### config.mk
export PLATFORM = sky130hd
export DESIGN_NAME = rppd_ctrl
export DESIGN_NICKNAME = d
export VERILOG_FILES = /design/src/rtl/core/rppd_pkg.sv /design/src/rtl/core/rppd_ctrl.sv
export SDC_FILE = /design/constraint.sdc
export NUM_CORES = 1
export LEC_CHECK = 0
export BUFFER_PORTS_ARGS = -buffer_cell sky130_fd_sc_hd__buf_2
export CAP_MARGIN = 20
export CORE_AREA = 2 2 39 41
export CTS_BUF_LIST = sky130_fd_sc_hd__clkbuf_4 sky130_fd_sc_hd__clkbuf_8
export CTS_CLUSTER_SIZE = 20
export DETAILED_ROUTE_END_ITERATION = 7
export DIE_AREA = 0 0 41 43
export GPL_TIMING_DRIVEN = 0
export HOLD_SLACK_MARGIN = 0.15
export SLEW_MARGIN = 20
export SYNTH_ARGS = -nofsm -noshare
export SYNTH_HDL_FRONTEND = slang
export SYNTH_SLANG_ARGS = --single-unit
### constraint.sdc
create_clock -name clk -period 1 [get_ports clk]
set_input_delay 0.1 -clock clk [delete_from_list [all_inputs] [get_ports clk]]
set_output_delay 0.1 -clock clk [all_outputs]
set_load 0.02 [all_outputs]
### src/rtl/core/rppd_pkg.sv
// ----------------------------------------------------------------------------
// rppd_pkg
// Shared types, constants and small tables for the raw packet pixel decoder.
// ----------------------------------------------------------------------------
package rppd_pkg;

    // Fixed field and state widths
    localparam int BIT_POS_W  = 17;
    localparam int IDX_W      = 15;
    localparam int SPLIT_W    = 15;
    localparam int PRED_W     = 17;
    localparam int PIX_IDX_W  = 4;
    localparam int CFG_INDEX_W = 2;
    localparam int CFG_DATA_W  = 15;

    // Byte index scramble of the backward reader
    localparam logic [BIT_POS_W-4:0] BYTE_XOR = 14'h3ff0;

    // Packet layout
    localparam int PIXELS_PER_PACKET = 14;
    localparam logic [PIX_IDX_W-1:0] LAST_PIXEL = PIX_IDX_W'(PIXELS_PER_PACKET - 1);
    localparam logic [PIX_IDX_W-1:0] LATE_PIXEL = 4'd11;
    localparam logic [1:0] SHIFT_DUE_U = 2'd2;
    localparam logic [2:0] SHIFT_MAX   = 3'd4;
    localparam logic [7:0] PRED_BIAS   = 8'h80;

    // Configuration register indexes
    localparam logic [CFG_INDEX_W-1:0] CFG_SPLIT_OFFSET  = 2'd0;
    localparam logic [CFG_INDEX_W-1:0] CFG_FLAG_ZERO_BAD = 2'd1;

    // Input actions
    localparam logic ACT_LOAD   = 1'b0;
    localparam logic ACT_DECODE = 1'b1;

    // What a bit-reader take is for
    typedef enum logic [1:0] {
        TAKE_SHIFT,
        TAKE_DELTA,
        TAKE_NZ,
        TAKE_LOW
    } take_kind_t;

    typedef struct packed {
        logic       load;
        logic       start;
        logic       step_pos;
        logic       issue_read;
        logic       capture;
        logic       apply;
        logic       emit;
        take_kind_t kind;
    } ctrl_cmd_t;

    typedef struct packed {
        logic shift_due;
        logic nonz_cur;
        logic bits_nonzero;
        logic late_pixel;
        logic last_pixel;
        logic out_free;
    } dp_status_t;

    function automatic logic [3:0] take_count(take_kind_t kind);
        logic [3:0] n;
        case (kind)
            TAKE_SHIFT: n = 4'd2;
            TAKE_DELTA: n = 4'd8;
            TAKE_NZ:    n = 4'd8;
            TAKE_LOW:   n = 4'd4;
            default:    n = 4'd8;
        endcase
        return n;
    endfunction

    function automatic logic [7:0] take_mask(take_kind_t kind);
        logic [7:0] m;
        case (kind)
            TAKE_SHIFT: m = 8'h03;
            TAKE_DELTA: m = 8'hff;
            TAKE_NZ:    m = 8'hff;
            TAKE_LOW:   m = 8'h0f;
            default:    m = 8'hff;
        endcase
        return m;
    endfunction

    // Shift codes 0..3 select shifts 0, 1, 2, 4
    function automatic logic [2:0] shift_of_code(logic [1:0] code);
        logic [2:0] s;
        case (code)
            2'd0:    s = 3'd0;
            2'd1:    s = 3'd1;
            2'd2:    s = 3'd2;
            2'd3:    s = 3'd4;
            default: s = 3'd0;
        endcase
        return s;
    endfunction

endpackage

### src/rtl/core/rppd_ctrl.sv
// ----------------------------------------------------------------------------
// rppd_ctrl
// Sequencer: accepts items and steps the datapath through each pixel's takes.
// ----------------------------------------------------------------------------
module rppd_ctrl
(
    input  logic                  clk,
    input  logic                  rst_n,
    input  logic                  in_valid,
    output logic                  in_ready,
    input  logic                  action,
    input  rppd_pkg::dp_status_t  status,
    output rppd_pkg::ctrl_cmd_t   cmd
);

    typedef enum logic [2:0] {
        ST_IDLE,
        ST_PIX,
        ST_POS,
        ST_ADDR,
        ST_DATA,
        ST_APPLY,
        ST_EMIT
    } state_t;

    state_t                state_reg, state_next;
    rppd_pkg::take_kind_t  kind_reg, kind_next;

    always_ff @(posedge clk or negedge rst_n)
    begin
        if (!rst_n)
        begin
            state_reg <= ST_IDLE;
            kind_reg  <= rppd_pkg::TAKE_NZ;
        end
        else
        begin
            state_reg <= state_next;
            kind_reg  <= kind_next;
        end
    end

    assign in_ready = (state_reg == ST_IDLE);

    always_comb
    begin
        state_next     = state_reg;
        kind_next      = kind_reg;
        cmd            = '0;
        cmd.kind       = kind_reg;
        case (state_reg)
            ST_IDLE:
            begin
                if (in_valid)
                begin
                    if (action == rppd_pkg::ACT_DECODE)
                    begin
                        cmd.start  = 1'b1;
                        state_next = ST_PIX;
                    end
                    else
                    begin
                        cmd.load = 1'b1;
                    end
                end
            end
            ST_PIX:
            begin
                if (status.shift_due)
                    kind_next = rppd_pkg::TAKE_SHIFT;
                else if (status.nonz_cur)
                    kind_next = rppd_pkg::TAKE_DELTA;
                else
                    kind_next = rppd_pkg::TAKE_NZ;
                state_next = ST_POS;
            end
            ST_POS:
            begin
                cmd.step_pos = 1'b1;
                state_next   = ST_ADDR;
            end
            ST_ADDR:
            begin
                cmd.issue_read = 1'b1;
                state_next     = ST_DATA;
            end
            ST_DATA:
            begin
                cmd.capture = 1'b1;
                state_next  = ST_APPLY;
            end
            ST_APPLY:
            begin
                cmd.apply = 1'b1;
                case (kind_reg)
                    rppd_pkg::TAKE_SHIFT:
                    begin
                        kind_next  = status.nonz_cur ? rppd_pkg::TAKE_DELTA
                                                     : rppd_pkg::TAKE_NZ;
                        state_next = ST_POS;
                    end
                    rppd_pkg::TAKE_NZ:
                    begin
                        if (status.bits_nonzero || status.late_pixel)
                        begin
                            kind_next  = rppd_pkg::TAKE_LOW;
                            state_next = ST_POS;
                        end
                        else
                        begin
                            state_next = ST_EMIT;
                        end
                    end
                    default:
                    begin
                        state_next = ST_EMIT;
                    end
                endcase
            end
            ST_EMIT:
            begin
                if (status.out_free)
                begin
                    cmd.emit   = 1'b1;
                    state_next = status.last_pixel ? ST_IDLE : ST_PIX;
                end
            end
            default:
            begin
                state_next = ST_IDLE;
            end
        endcase
    end

    a_emit_needs_room: assert property (@(posedge clk) disable iff (!rst_n)
        cmd.emit |-> status.out_free)
        else $error("pixel emitted while output register is occupied");

    a_decode_blocks_input: assert property (@(posedge clk) disable iff (!rst_n)
        (in_valid && in_ready && action == rppd_pkg::ACT_DECODE) |=> !in_ready)
        else $error("input still ready after a decode item was accepted");

endmodule

==> out/metrics.csv <==
stage,metric,value,unit
run_status,status,"finished, violations left",
run_status,failing checks,setup timing,
clocking,largest buffer count on any clock path,2,
detailed_routing,Met1 Wirelength,463,µm
placed_design,hpwl dp,674,µm
placed_design,DP Area,493,µm²
worst_setup_path,Worst Path Required,900,ps
finish,Final #Nets,83,
global_route,initial antenna violation count,0,
global_route,first-pass GRT wire length,1.53,mm
floorplanning,Starting Density,24.8,%
timing,Final Setup Violations,13,
yosys,Syn Nets,51,
floorplanning,core area,1380,µm²
timing,RSZ-0062 raised after global routing,yes,
clocking,CTS tree,built,
floorplanning,die width,41,µm
timing,endpoints failing hold,0,
pwr,P_leak,0.296,nW
detailed_routing,routed via count,414,
global_route,grt total ovfl,0,
yosys,most frequent cell after synthesis,nand2_1,
yosys,Synth async-reset ratio,100,%
detailed_routing,WL final,982,µm
timing,setup ws final,-310,ps
yosys,Post-synth EDFFs,0,
floorplanning,Die Y,43,µm
floorplanning,IO Pins,20,
yosys,synthesized area,343,µm²
global_route,largest net degree at the start of global routing,7,
finish,ANT cells,0,
worst_setup_path,critical path arrival,1210,ps
floorplanning,Row Count,14,
detailed_routing,Max Used Layer,met3,
timing,worst relative slew slack,81.0,%
clocking,Worst-Skew Late Latency,240,ps
finish,final instance area,646,µm²
placed_design,pre-CTS setup slack,-133,ps
hold_path,worst min path class,in2reg,
timing,min Tclk post-route,1310,ps
yosys,Mean Syn Cell Area,8.36,µm²
finish,Largest register FFs,3,
yosys,sequential fraction of the synthesis area,36.9,%
finish,final core occ,46.7,%
clocking,H-tree depth,1,
global_route,number of global-route vias before repair,388,
placed_design,placed cells,76,
detailed_routing,initial drt markers,5,
finish,Area Growth Syn to Fin,88.3,%
timing,Clock Skew,0.639,ps
timing,Tightest Pin Transition,283,ps
detailed_routing,Met3 Wirelength,68,µm
detailed_routing,Post-route DRC,0,
detailed_routing,met2 WL,450,µm
worst_setup_path,CP Capture Type,output port,
clocking,Root Buffer,clkbuf_4,
yosys,Most used DFF post-synth,dfrtp_1,
pwr,pwr dens,3040,nW/µm²
flow_run,number of max-cap violations,0,
detailed_routing,routed length per instance,11.2,µm
yosys,Synth top area share,29.2,%
finish,Fillers,133,
placed_design,input/output buffers,19,
yosys,largest cells by area after synthesis,"dfrtp_1 29%, dfstp_2 7.7%, nand2b_1 7.3%",
clocking,Worst-path clk slew,40,ps
finish,Layout Cells excl Fill,88,
worst_setup_path,critical path class,reg2out,
detailed_routing,vias per inst,4.70,
worst_setup_path,Startpoint Class,register,
detailed_routing,Pre-antenna DRT Iters,4,
floorplanning,Die Area,1760,µm²
pwr,peak supply drop,1.14,mV
yosys,Yosys reg bits,5,
timing,final slew viol count,0,
yosys,Yosys cell types,21,
global_route,All-Layer GR Usage,13.5,%
yosys,Synth Instances,41,
clocking,clock sink count,5,
yosys,dominant cell type by area after synthesis,dfrtp_1,
timing,fmax,763,MHz
finish,ratio of cells with drive above 1 in the final layout,65.3,%
detailed_routing,DRT antenna net count,0,
placed_design,RePlAce Congestion,0.682,
yosys,synth warn,0,
yosys,Post-synth top cells,"6 x nand2_1, 5 x nor2_1, 4 x dfrtp_1, 4 x nand2b_1",
clocking,CTS Buf Count,3,
worst_setup_path,crit path max fanout,5,
timing,Final period util,131,%
-- timing repair --
action,in CTS,in global routing
buffers inserted,6,0
hold buffers,2,0
setup endpoints to repair,12,15
pin swaps,2,1
resized for setup,15,3
hold endpoints to repair,6,0
-- worst paths after layout --
path | startpoint | slack [ps] | to | cells after the start
max in group asynchronous | rst_n | 570 | kind_reg[1]$_DFFE_PN1P_ | 2
worst max-delay path | state_reg[0]$_DFFE_PN0P_ | -310 | cmd[5] | 3
worst min register to register | state_reg[0]$_DFFE_PN0P_ | 520 | state_reg[0]$_DFFE_PN0P_ | 1
worst min-delay path | status[0] | 160 | state_reg[0]$_DFFE_PN0P_ | 3
worst max register to register | state_reg[2]$_DFFE_PN0P_ | -190 | kind_reg[0]$_DFFE_PN0P_ | 5
min in group asynchronous | rst_n | 210 | state_reg[1]$_DFFE_PN0P_ | 2
-- cell families (layout without fill, tap and decap cells) --
group                  Yosys count  after routing  share of synthesized area (%)
buffers and inverters            2             33                           3.28
and+or+nand+nor                 21             21                           32.1
DFF                              5              5                           36.9
AOI/OAI and AO/OA               13             13                           27.7
-- worst max-delay path, cell delays in order (launching register included) --
cell	delay (ps)
dfrtp_2	440
buf_4	170
and3_2	200
buf_2	160
-- power breakdown --
group,switching [W],leakage [nW],total [W],internal (W)
logic,0.000616,0.221,0.00123,0.000613
clock network,0.0000764,0.0184,0.000254,0.000177
registers,0.000153,0.0564,0.000479,0.000326
total,0.000846,0.296,0.00196,0.00112
-- layout by cell type (no fill, tap or decap), drive strengths merged --
| cell | instances |
|---|---|
| nor3 | 2 |
| inv | 1 |
| nand2 | 6 |
| dfstp | 1 |
| dlygate4sd3 | 2 |
| buf | 26 |
| a31o | 1 |
| o21a | 1 |
| and3 | 2 |
| clkbuf | 4 |
| nor2 | 5 |
| dfrtp | 4 |
| o21ai | 3 |
| nand2b | 5 |
| o32a | 1 |
| a21oi | 3 |
| nor2b | 1 |
| o211ai | 1 |
| a211oi | 1 |
| a311oi | 2 |
-- area by class of cell --
type | instances | area [µm²] | area share [%]
timing repair buffer | 27 | 198 | 30.6
inverter | 1 | 3.75 | 0.581
tap | 16 | 20.0 | 3.10
multi-input combinational | 34 | 253 | 39.1
sequential | 5 | 130 | 20.2
buffer | 1 | 11.3 | 1.74
clock buffer | 4 | 30.0 | 4.65
-- metrics by stage --
step                      total power, W  TNS (ps)  hold slack (ps)
after floorplan                  0.00114      -499             -196
after global routing             0.00213     -3480              163
after detailed placement         0.00139      -429            -79.2
after global placement           0.00138      -347            -82.2
after CTS                        0.00194     -2810              156
final                            0.00196     -2690              163
-- per-layer routing --
layer  track usage (%)  vias to the layer above
met1              15.3                      187
met2              20.6                       17
met5                 0                        -
met4              6.00                        0
met3              6.28                        0
li1                  -                      210
(Power assumes the default switching activity.)
